`src/hw/rtl/tss_pkg.sv`:
```
`timescale 1ns / 1ps

package tss_pkg;

    localparam int TABLE_DEPTH = 2048;
    localparam int TABLE_AW    = $clog2(TABLE_DEPTH);
    localparam int DELAY_BITS  = 16;

    localparam logic [29:0] UNIT      = 30'd1000000000;
    localparam logic [29:0] HALF_UNIT = 30'd500000000;

    localparam logic [2:0] FN_TICK       = 3'd0;
    localparam logic [2:0] FN_RUN        = 3'd1;
    localparam logic [2:0] FN_STOP       = 3'd2;
    localparam logic [2:0] FN_ESTOP      = 3'd3;
    localparam logic [2:0] FN_QUERY      = 3'd4;
    localparam logic [2:0] FN_LOAD_DELAY = 3'd5;
    localparam logic [2:0] FN_LOAD_MOVE  = 3'd6;

    localparam logic [1:0] ST_STOPPED  = 2'd0;
    localparam logic [1:0] ST_RUN      = 2'd1;
    localparam logic [1:0] ST_STOPPING = 2'd2;
    localparam logic [1:0] ST_ESTOP    = 2'd3;

    localparam logic [2:0] CFG_FOLLOWER_RATE = 3'd0;
    localparam logic [2:0] CFG_X_IS_LEAD     = 3'd1;
    localparam logic [2:0] CFG_X_DIR_FORWARD = 3'd2;
    localparam logic [2:0] CFG_A_DIR_FORWARD = 3'd3;
    localparam logic [2:0] CFG_RAMP_LENGTH   = 3'd4;

    typedef struct packed {
        logic        stepped;
        logic        x_step;
        logic        a_step;
        logic [1:0]  run_status;
        logic [31:0] x_position;
        logic [31:0] a_position;
        logic [30:0] steps_remaining;
        logic [10:0] ramp_position;
    } tss_res_t;

    typedef struct packed {
        logic                  wr_en;
        logic [TABLE_AW-1:0]   wr_addr;
        logic [DELAY_BITS-1:0] wr_data;
        logic                  rd_en;
        logic [TABLE_AW-1:0]   rd_addr;
    } tss_mem_req_t;

endpackage

```
`src/hw/rtl/tss_pipe.sv`:
```
`timescale 1ns / 1ps

module tss_pipe
    import tss_pkg::*;
(
    input  logic                  clk,
    input  logic                  rst_n,
    input  logic                  acc,
    input  tss_res_t              res,
    input  logic [DELAY_BITS-1:0] rd_data,
    input  logic                  out_stall,
    output logic                  in_stall,
    output logic                  out_valid,
    output tss_res_t              out_res,
    output logic [15:0]           out_delay
);

    logic        s1_valid_reg, s1_valid_next;
    tss_res_t    s1_reg;
    logic        s2_valid_reg, s2_valid_next;
    tss_res_t    s2_reg;
    logic [15:0] s2_delay_reg;
    logic        s1_move;

    // s1 waits on the table read; s2 is the output register
    assign s1_move  = s1_valid_reg && (!s2_valid_reg || !out_stall);
    assign in_stall = s1_valid_reg && !s1_move;

    always_comb
    begin
        s1_valid_next = acc || (s1_valid_reg && !s1_move);
        s2_valid_next = s1_move || (s2_valid_reg && out_stall);
    end

    always_ff @(posedge clk or negedge rst_n)
    begin
        if (!rst_n)
        begin
            s1_valid_reg <= 1'b0;
            s2_valid_reg <= 1'b0;
        end
        else
        begin
            s1_valid_reg <= s1_valid_next;
            s2_valid_reg <= s2_valid_next;
        end
    end

    always_ff @(posedge clk)
    begin
        if (acc)
        begin
            s1_reg <= res;
        end
        if (s1_move)
        begin
            s2_reg       <= s1_reg;
            s2_delay_reg <= s1_reg.stepped ? 16'(rd_data) : 16'd0;
        end
    end

    assign out_valid = s2_valid_reg;
    assign out_res   = s2_reg;
    assign out_delay = s2_delay_reg;

endmodule

```
`config.mk`:
```
export PLATFORM = sky130hd
export DESIGN_NAME = tss_pipe
export DESIGN_NICKNAME = d
export VERILOG_FILES = /design/src/hw/rtl/tss_pkg.sv /design/src/hw/rtl/tss_pipe.sv
export SDC_FILE = /design/constraint.sdc
export NUM_CORES = 1
export LEC_CHECK = 0
export BUFFER_PORTS_ARGS = -buffer_cell sky130_fd_sc_hd__buf_2
export CAP_MARGIN = 10
export CORE_MARGIN = 2
export CORE_UTILIZATION = 44
export CTS_CLUSTER_SIZE = 20
export DETAILED_ROUTE_END_ITERATION = 10
export PLACE_DENSITY = 0.78
export SYNTH_ARGS = -nofsm -noshare
export SYNTH_HDL_FRONTEND = slang
export SYNTH_SLANG_ARGS = --single-unit
```
`constraint.sdc`:
```
create_clock -name clk -period 9.47 [get_ports clk]
set_input_delay 1.4205 -clock clk [delete_from_list [all_inputs] [get_ports clk]]
set_output_delay 1.4205 -clock clk [all_outputs]
set_load 0.01 [all_outputs]
```
==> impl_metrics.toml <==
[critical_path]
path_cells = "buf_2, and3_1, buf_2"
cp-start-kind = "input port"
critPathTopFamily = "buffers and inverters"
critPathSlowestCell = "and3_1"
worst-path-buf-inv = 2
worstPathRequired_ns = 8.05
cp.arrival_ns = 1.83
critPathKind = "in2out"
cp-end-kind = "output pin"
crit_fanout = 4
path_common_cell = "buf_2"
max_stage_delay_ns = 0.15

[synth]
synth_area_leaders = "edfxtp_1 (97%), and2_2 (1.2%), dfrtp_1 (0.68%)"
syn_avg_cell_area_um2 = 28.2
synth_seq_cells = 240
synth_largest_area_cell = "edfxtp_1"
yosysSeqAreaShare_pct = 97.9
postSynthCellCount = 261
synthDominantCellAreaShare_pct = 97.2
synth_area_um2 = 7350
ys_warn_count = 0
synth_fp_nets = 392
synth_cell_types = 9

[clock_tree]
path_clk_slew_ns = 0.06
cts_tree = "yes"
cts_made_buffers = 25
cts_hold_buf = 0
ctsResizeCount = 0
h-tree-depth = 1
clkSinkCount = 240
root_buffer = "clkbuf_16"
cts_setup_buffers = 0
cts_buffer_depth = 3
clk_latency_ns = 0.50

[place]
place_area_um2 = 8950
portBuffers = 259
gp_congestion = 0.674
dp_hpwl_mm = 8.82

[final_layout]
mostFrequentLayoutCells = "buf_2 (258), edfxtp_1 (238), clkbuf_16 (25)"
nNetsFinal = 680
nFillCells = 1221
design_area_um2 = 9760
diodes = 0
area_growth_pct = 32.7
drive_gt1_share_pct = 55.0
final_common_cell = "buf_2"

[timing]
fmaxAchievable_ghz = 0.307
tightestPinTransition_ns = 0.817
slew_viol_final = 0
relSlewSlack_pct = 45.5
rsz0062_at_grt = "false"
skew_ns = 0.0102
period_minus_slack_ns = 3.25
setup_tns_ns = 0
final_hold_viol_count = 0
finalSetupViolCount = 0
finalCritPeriodShare_pct = 34.4

[global_route]
use_met1_pct = 16.2
grt_max_degree = 66
grt_pass1_wl_mm = 19.1
grt_busiest_layer = "met2"
antenna_found_initial = 0
grt_pass1_vias = 3708
met3_usage_pct = 4.87
use_met2_pct = 23.7
grt.overflow.total = 0
grt.total_usage_pct = 13.9

[die]
rows = 47
die_y_um = 133
ioPinCount = 260
die_width_um = 133
core_um2 = 16500
die_area_um2 = 17800
start_util_pct = 44.7

[flow_run]
drv_cap = 0

[power]
leakagePower_nw = 3.84
vdd_ir_drop_max_mv = 0.194
pwr_density_cell_nw_per_um2 = 243

[routing]
ant_nets = 0
drt-wirelength-per-cell_um = 16.3
drtPass1Iterations = 4
vias = 3524
drc = 0
drt_iter0_drc = 146
via_per_inst = 4.49
routed_wl_mm = 12.8

[hold_path]
min_path_type = "reg2reg"

[outcome]
status = "complete, no violations"
## through the flow
step	util, %	setup slack (ns)	hold slack (ns)	instances	total power [mW]
detailed placement	54.4	5.92	0.405	742	1.45
floorplan	-	1.70	0.400	261	1.37
global route	59.3	6.17	0.419	785	2.46
CTS	59.3	6.21	0.416	785	2.41
global placement	54.4	6.01	0.400	742	1.44
finish	59.3	6.22	0.412	785	2.37
## cells by family (layout without fill, tap and decap cells)
group / Yosys count / count (layout) / synth area share [%]
DFF: 240 / 240 / 97.9
buffers and inverters: 1 / 305 / 0.153
AOI/OAI and AO/OA: 3 / 3 / 0.323
and+or+nand+nor: 17 / 17 / 1.65
## final timing paths
kind / start / to / slack (ns) / cells past startpoint
setup reg to reg: out_valid$_DFF_PN0_ / out_res[3]$_DFFE_PP_ / 7.04 / 3
hold / removal: s1_reg[24]$_DFFE_PP_ / out_res[24]$_DFFE_PP_ / 0.41 / 0
max in group asynchronous: rst_n / s1_valid_reg$_DFF_PN0_ / 8.68 / 1
hold reg to reg: s1_reg[24]$_DFFE_PP_ / out_res[24]$_DFFE_PP_ / 0.41 / 0
setup / recovery: out_stall / in_stall / 6.22 / 3
min in group asynchronous: rst_n / out_valid$_DFF_PN0_ / 0.69 / 1
## metal layers
metal,part of all wire (%),up-vias
li1,-,1621
met1,39,1687
met2,49,186
met3,9.9,30
met4,2.6,0
met5,0,-
## where the power goes
group | internal (mW) | leakage, nW | switching [mW]
clock | 0.591 | 0.395 | 0.356
combinational | 0.0520 | 1.11 | 0.0773
sequential | 1.27 | 2.33 | 0.0234
total | 1.92 | 3.84 | 0.457
## Yosys cell counts
cell type / n
edfxtp_1: 238
dfrtp_1: 2
and3_1: 1
a31o_2: 1
a21o_1: 1
and2_1: 4
buf_6: 1
and2_2: 12
a21boi_0: 1
## layout make-up
class | count | area (um^2) | share of cell area, %
flip-flops and latches | 240 | 7200 | 73.8
repair buffers | 262 | 1320 | 13.5
clock buffers | 31 | 648 | 6.64
well taps | 220 | 275 | 2.82
clock inverters | 12 | 160 | 1.64
multi-input cells | 20 | 156 | 1.60
## worst register-to-register path, delay by kind of cell, from the launching register on
family	cells	cell delay (ns)
DFF	1	0.44
AOI/OAI and AO/OA	1	0.16
buffers and inverters	2	1.41
Note: power is estimated with default switching activity, not from simulation.
