$ cat config.mk
export PLATFORM = sky130hd
export DESIGN_NAME = tss_state
export DESIGN_NICKNAME = d
export VERILOG_FILES = /design/src/hw/rtl/tss_pkg.sv /design/src/hw/rtl/tss_state.sv
export SDC_FILE = /design/constraint.sdc
export NUM_CORES = 1
export LEC_CHECK = 0
export BUFFER_PORTS_ARGS = -buffer_cell sky130_fd_sc_hd__buf_2
export CAP_MARGIN = 20
export CELL_PAD_IN_SITES_DETAIL_PLACEMENT = 1
export CELL_PAD_IN_SITES_GLOBAL_PLACEMENT = 1
export CORE_MARGIN = 1.5
export CORE_UTILIZATION = 40
export DETAILED_ROUTE_END_ITERATION = 8
export HOLD_SLACK_MARGIN = 0.05
export PLACE_DENSITY_LB_ADDON = 0.1
export REMOVE_ABC_BUFFERS = 1
export SETUP_SLACK_MARGIN = 0.3
export SLEW_MARGIN = 20
export SYNTH_ARGS = -nofsm -noshare
export SYNTH_HDL_FRONTEND = slang
export SYNTH_SLANG_ARGS = --single-unit
$ cat constraint.sdc
create_clock -name clk -period 6.89 [get_ports clk]
set_input_delay 1.378 -clock clk [delete_from_list [all_inputs] [get_ports clk]]
set_output_delay 1.378 -clock clk [all_outputs]
set_load 0.005 [all_outputs]
$ cat src/hw/rtl/tss_pkg.sv
`timescale 1ns / 1ps

package tss_pkg;

    localparam int TABLE_DEPTH = 2048;
    localparam int TABLE_AW    = $clog2(TABLE_DEPTH);
    localparam int DELAY_BITS  = 16;

    localparam logic [29:0] UNIT      = 30'd1000000000;
    localparam logic [29:0] HALF_UNIT = 30'd500000000;

    localparam logic [2:0] FN_TICK       = 3'd0;
    localparam logic [2:0] FN_RUN        = 3'd1;
    localparam logic [2:0] FN_STOP       = 3'd2;
    localparam logic [2:0] FN_ESTOP      = 3'd3;
    localparam logic [2:0] FN_QUERY      = 3'd4;
    localparam logic [2:0] FN_LOAD_DELAY = 3'd5;
    localparam logic [2:0] FN_LOAD_MOVE  = 3'd6;

    localparam logic [1:0] ST_STOPPED  = 2'd0;
    localparam logic [1:0] ST_RUN      = 2'd1;
    localparam logic [1:0] ST_STOPPING = 2'd2;
    localparam logic [1:0] ST_ESTOP    = 2'd3;

    localparam logic [2:0] CFG_FOLLOWER_RATE = 3'd0;
    localparam logic [2:0] CFG_X_IS_LEAD     = 3'd1;
    localparam logic [2:0] CFG_X_DIR_FORWARD = 3'd2;
    localparam logic [2:0] CFG_A_DIR_FORWARD = 3'd3;
    localparam logic [2:0] CFG_RAMP_LENGTH   = 3'd4;

    typedef struct packed {
        logic        stepped;
        logic        x_step;
        logic        a_step;
        logic [1:0]  run_status;
        logic [31:0] x_position;
        logic [31:0] a_position;
        logic [30:0] steps_remaining;
        logic [10:0] ramp_position;
    } tss_res_t;

    typedef struct packed {
        logic                  wr_en;
        logic [TABLE_AW-1:0]   wr_addr;
        logic [DELAY_BITS-1:0] wr_data;
        logic                  rd_en;
        logic [TABLE_AW-1:0]   rd_addr;
    } tss_mem_req_t;

endpackage

$ cat src/hw/rtl/tss_state.sv
`timescale 1ns / 1ps

module tss_state
    import tss_pkg::*;
(
    input  logic         clk,
    input  logic         rst_n,
    input  logic         cfg_we,
    input  logic [2:0]   cfg_index,
    input  logic [29:0]  cfg_data,
    input  logic         acc,
    input  logic [2:0]   func,
    input  logic [10:0]  table_index,
    input  logic [15:0]  delay_value,
    input  logic [30:0]  move_length,
    output tss_res_t     res,
    output tss_mem_req_t mem_req
);

    logic [29:0] follower_rate_reg;
    logic        x_is_lead_reg;
    logic        x_dir_forward_reg;
    logic        a_dir_forward_reg;
    logic [11:0] ramp_length_reg;

    logic [1:0]  run_state_reg, run_state_next;
    logic [30:0] remaining_reg, remaining_next;
    logic [10:0] ramp_index_reg, ramp_index_next;
    logic [30:0] phase_acc_reg, phase_acc_next;
    logic [31:0] x_count_reg, x_count_next;
    logic [31:0] a_count_reg, a_count_next;

    logic        active;
    logic [29:0] rate;
    logic [30:0] acc_sum;
    logic        follow_pulse;
    logic        xs, as;
    logic [30:0] rem_dec;
    logic [1:0]  st_mid;
    logic [10:0] idx_dec;
    logic        can_climb;

    always_ff @(posedge clk or negedge rst_n)
    begin
        if (!rst_n)
        begin
            follower_rate_reg <= '0;
            x_is_lead_reg     <= 1'b0;
            x_dir_forward_reg <= 1'b1;
            a_dir_forward_reg <= 1'b1;
            ramp_length_reg   <= '0;
        end
        else if (cfg_we)
        begin
            case (cfg_index)
                CFG_FOLLOWER_RATE: follower_rate_reg <= cfg_data;
                CFG_X_IS_LEAD:     x_is_lead_reg     <= cfg_data[0];
                CFG_X_DIR_FORWARD: x_dir_forward_reg <= cfg_data[0];
                CFG_A_DIR_FORWARD: a_dir_forward_reg <= cfg_data[0];
                CFG_RAMP_LENGTH:   ramp_length_reg   <= cfg_data[11:0];
                default: ;
            endcase
        end
    end

    // tick datapath
    always_comb
    begin
        active       = ((run_state_reg == ST_RUN) || (run_state_reg == ST_STOPPING))
                       && (remaining_reg != '0);
        rate         = (follower_rate_reg > UNIT) ? UNIT : follower_rate_reg;
        acc_sum      = phase_acc_reg + {1'b0, rate};
        follow_pulse = acc_sum > {1'b0, UNIT};
        xs           = x_is_lead_reg ? 1'b1 : follow_pulse;
        as           = x_is_lead_reg ? follow_pulse : 1'b1;
        rem_dec      = remaining_reg - 31'd1;
        st_mid       = ({20'd0, ramp_index_reg} > rem_dec) ? ST_STOPPING : run_state_reg;
        idx_dec      = (ramp_index_reg != '0) ? ramp_index_reg - 11'd1 : '0;
        can_climb    = (({1'b0, ramp_index_reg} + 12'd1) < ramp_length_reg)
                       && ({20'd0, ramp_index_reg} < rem_dec)
                       && (32'(ramp_index_reg) < 32'(TABLE_DEPTH - 1));
    end

    always_comb
    begin
        run_state_next  = run_state_reg;
        remaining_next  = remaining_reg;
        ramp_index_next = ramp_index_reg;
        phase_acc_next  = phase_acc_reg;
        x_count_next    = x_count_reg;
        a_count_next    = a_count_reg;

        case (func)
            FN_TICK:
            begin
                if (active)
                begin
                    remaining_next = rem_dec;
                    phase_acc_next = follow_pulse ? acc_sum - {1'b0, UNIT} : acc_sum;
                    if (xs)
                    begin
                        x_count_next = x_dir_forward_reg ? x_count_reg + 32'd1
                                                         : x_count_reg - 32'd1;
                    end
                    if (as)
                    begin
                        a_count_next = a_dir_forward_reg ? a_count_reg + 32'd1
                                                         : a_count_reg - 32'd1;
                    end
                    run_state_next = st_mid;
                    if (st_mid == ST_STOPPING)
                    begin
                        ramp_index_next = idx_dec;
                        if (idx_dec == '0)
                        begin
                            run_state_next = ST_STOPPED;
                        end
                    end
                    else if (can_climb)
                    begin
                        ramp_index_next = ramp_index_reg + 11'd1;
                    end
                end
            end
            FN_RUN:
            begin
                if (run_state_reg == ST_STOPPED)
                begin
                    phase_acc_next  = {1'b0, HALF_UNIT};
                    ramp_index_next = '0;
                    run_state_next  = ST_RUN;
                end
                else if (run_state_reg == ST_STOPPING)
                begin
                    run_state_next = ST_RUN;
                end
            end
            FN_STOP:
            begin
                if (run_state_reg == ST_RUN)
                begin
                    run_state_next = ST_STOPPING;
                end
            end
            FN_ESTOP:     run_state_next = ST_ESTOP;
            FN_LOAD_MOVE: remaining_next = move_length;
            default: ;
        endcase
    end

    always_ff @(posedge clk or negedge rst_n)
    begin
        if (!rst_n)
        begin
            run_state_reg  <= ST_STOPPED;
            remaining_reg  <= '0;
            ramp_index_reg <= '0;
            phase_acc_reg  <= {1'b0, HALF_UNIT};
            x_count_reg    <= '0;
            a_count_reg    <= '0;
        end
        else if (acc)
        begin
            run_state_reg  <= run_state_next;
            remaining_reg  <= remaining_next;
            ramp_index_reg <= ramp_index_next;
            phase_acc_reg  <= phase_acc_next;
            x_count_reg    <= x_count_next;
            a_count_reg    <= a_count_next;
        end
    end

    always_comb
    begin
        res.stepped         = (func == FN_TICK) && active;
        res.x_step          = res.stepped && xs;
        res.a_step          = res.stepped && as;
        res.run_status      = run_state_next;
        res.x_position      = x_count_next;
        res.a_position      = a_count_next;
        res.steps_remaining = remaining_next;
        res.ramp_position   = ramp_index_next;
    end

    // table read uses the index before this tick's update
    always_comb
    begin
        mem_req.wr_en   = acc && (func == FN_LOAD_DELAY)
                          && (32'(table_index) < 32'(TABLE_DEPTH));
        mem_req.wr_addr = table_index[TABLE_AW-1:0];
        mem_req.wr_data = delay_value[DELAY_BITS-1:0];
        mem_req.rd_en   = acc;
        mem_req.rd_addr = ramp_index_reg[TABLE_AW-1:0];
    end

endmodule

==> flow_summary.ini <==
[run_status]
status = finished with violations
failed_checks = setup timing

[power_and_ir_drop]
powerDensity_mw_per_mm2 = 530.3
comb_power_share_pct = 70.4
sw_frac_of_total_pct = 45.69
p_leak_nw = 8.916
internal_power_mw = 5.701
seqPwrFrac_pct = 18.7
clkPwrFrac_pct = 10.9
max-vdd-ir-drop_v = 0.0002378
power_mw = 10.50
p_sw_mw = 4.797

[clocking]
cts_hold_buf = 0
clk_pin_slew_ps = 80
cts_root_buf = clkbuf_16
cts.sinks = 184
clockBufferDepth = 2
cts_buffers = 17
htreeDepth = 4
clk_latency_ps = 500
cts_tree = yes

[critical_path]
endpoint_kind = output pin
required_ps = 5510
worst_setup_path_start_kind = flop
r2r_slack_ps = 1220
reg2reg_from = follower_rate_reg[16]
path_class = reg -> out
rr_endpoint = x_count_reg[16]
crit_fanout = 18
cp.arrival_ps = 5750
r2r_cells = 25

[synth]
netlist_top_cells_area = dfrtp_1 (26%), mux2_2 (12%), ha_1 (9.2%)
synthCells = 1824
synth-seq-cells = 184
synth_cell_types = 79
yosys_most_used_dff = dfrtp_1
yosysSeqAreaShare_pct = 28.72
synth_edf_count = 0
ys_warn_count = 0
synth_top_area_share_pct = 26.27
async_flop_share_pct = 100.0
yosysTopAreaCell = dfrtp_1
avgSynthCellArea_um2 = 8.826
syn_area_mm2 = 0.01610

[floorplanning]
num_rows = 73
dieArea_mm2 = 0.04146
start_util_pct = 40.52
fp.coreArea_mm2 = 0.03973
ios = 249
die_h_um = 203.6
die_w_um = 203.6

[routing]
viasPerCell = 5.798
wl_per_cell_um = 21.27
drtIter0Drc = 537
final_antenna_net_count = 0
post-route-drc-count = 0
routed_wl_um = 54900
first_pass_iters = 4
vias = 14965

[grt]
grt.overflow.total = 0
grt_pass1_vias = 15144
grt_max_degree = 74
grt_pass1_wl_um = 84060
track_usage_pct = 25.81
antenna_found_initial = 2

[timing]
fmax_ghz = 0.1403
clock_skew_ps = 15.16
worst-slew-pin-transition_ps = 958.7
setup_viol = 63
worst_slack_ps = -239.6
final-hold-violation-count = 0
drv_slew = 0
rsz0062_at_grt = yes
period_needed_ps = 7130
relSlewSlack_pct = 35.93
fin_crit_sh_pct = 103.5

[final_layout]
drive_above_1_share_pct = 30.41
num-fill-cells = 4622
utilization_pct = 49.82
areaGrowthSynthToFinish_pct = 22.96
final_area_mm2 = 0.01979
final_nets = 2261
final_cells = 2581

[hold_path]
hold_start = a_count_reg[31]
min_path_cells = 1
hp-class = reg -> reg
hold_end = a_count_reg[31]

[flow_run]
drv_cap = 0

[placement]
place.gp.congestion = 0.8628
dp_slack_ps = -252.6
place_inst = 2510
dpl-instance-area_mm2 = 0.01782
port_buffers = 194
hpwl_um = 39300
-- per-layer routing --
metal	vias to the layer above	GRT usage, %	part of all wire, %
met5	-	0	0
met4	0	8.280	1.9
met3	58	5.577	4.3
met2	270	42.53	48
met1	7474	33.56	46
li1	7163	-	-
-- timing repair --
item / CTS / global route
setup endpoints to repair: 72 / 73
pin swaps: 14 / 11
buffers inserted: 16 / 16
gates cloned: 3 / 3
gates resized for setup: 63 / 128
-- cell usage in the layout, fill, tap and decap left out, types with 16 or more instances in the layout --
| cell type | instances |
|---|---|
| buf_4 | 103 |
| a21o_1 | 59 |
| mux2_4 | 52 |
| or3_1 | 16 |
| nor2b_1 | 21 |
| a21oi_1 | 114 |
| nand2b_1 | 20 |
| xnor2_1 | 72 |
| a31oi_1 | 22 |
| o211ai_1 | 20 |
| dfrtp_1 | 169 |
| nand2_1 | 151 |
| buf_6 | 60 |
| mux2_2 | 126 |
| nand4_1 | 16 |
| clkbuf_16 | 19 |
| xor2_1 | 52 |
| buf_2 | 142 |
| or2_2 | 17 |
| nor3_1 | 42 |
| o31ai_1 | 18 |
| nand3_1 | 37 |
| a211oi_1 | 18 |
| nor2_1 | 116 |
| o21ai_0 | 113 |
| o21a_1 | 22 |
| inv_1 | 45 |
| ha_1 | 114 |
-- Yosys cell counts, drive strengths merged (6+ instances only) --
library cell and number:
o311ai 8, o31ai 20, mux2 178, inv 46, nor2b 25, a211o 7
nor4b 7, xor2 53, dfrtp 169, a21o 59, o21ai 122, nand4 16
or4 6, or2 20, ha 118, and3 10, dfstp 15, clkbuf 65
o21bai 9, o21a 22, nor4 22, o211ai 20, and2 14, buf 50
nand2 151, or3 18, nand2b 21, a211oi 21, nor3 46, xnor2 75
o2111ai 6, a221o 15, nand3 38, a31oi 22, nor2 120, o22ai 11
a21oi 122
-- per-stage QoR --
stage / hold WS, ps / TNS (ps)
after floorplan: 445.3 / -82950
after global placement: 473.9 / -374.8
after detailed placement: 482.7 / -12680
after CTS: 493.4 / -13140
after global routing: 518.0 / -28940
final: 488.8 / -12310
-- power groups by stage --
stage | Clock [mW] | Combinational [mW] | Sequential [mW]
after floorplan | 0 | 4.48 | 1.78
after global placement | 0 | 6.31 | 1.95
after detailed placement | 0 | 6.43 | 1.96
after CTS | 1.18 | 6.77 | 1.95
after global routing | 1.21 | 8.10 | 2.02
final | 1.15 | 7.39 | 1.97
-- layout make-up --
class / count / area (µm²) / share of cell area [%]
multi-input cells: 1478 / 11320 / 57.17
flip-flops and latches: 184 / 4623 / 23.36
repair buffers: 314 / 2366 / 11.95
well taps: 525 / 656.9 / 3.319
clock buffers: 20 / 456.7 / 2.307
clock inverters: 12 / 196.4 / 0.9924
inverters: 47 / 176.4 / 0.8913
diodes: 1 / 2.502 / 0.01264
-- critical path, stage by stage, from the launching register on --
cell	delay, ps
dfrtp_1	390
nand4b_1	200
nor4_2	160
nand2_1	130
o211ai_1	200
nor2_2	70
buf_6	140
buf_6	160
or2_2	290
ha_1	320
a21o_1	210
o21bai_2	240
a31oi_1	190
nand2_1	130
or4_1	420
o21a_1	210
xnor2_1	170
nor4b_2	310
buf_4	170
o21a_1	180
nor3_4	60
nor2_4	140
buf_12	140
buf_12	150
mux2_2	340
buf_2	130
-- cell families after synthesis --
logic type                 after synthesis  share of synthesized area, %
DFF                                    184                         28.72
adders and majority gates              121                         9.545
and+or+nand+nor                        533                         16.58
AOI/OAI and AO/OA                      515                         20.81
buffers and inverters                  162                         4.741
muxes                                  181                         12.64
xor gates and xnor gates               128                         6.964
-- worst max-delay path by stage --
stage | startpoint | end | cells after the start
6_report | follower_rate_reg[16] | res[52] | 25
5_1_grt | follower_rate_reg[16] | res[64] | 27
4_1_cts | follower_rate_reg[5] | res[92] | 26
3_5_place_dp | follower_rate_reg[16] | res[105] | 27
3_3_place_gp | follower_rate_reg[0] | res[105] | 25
2_1_floorplan | follower_rate_reg[16] | res[100] | 23
No activity file was read; power rests on OpenSTA's default activity.
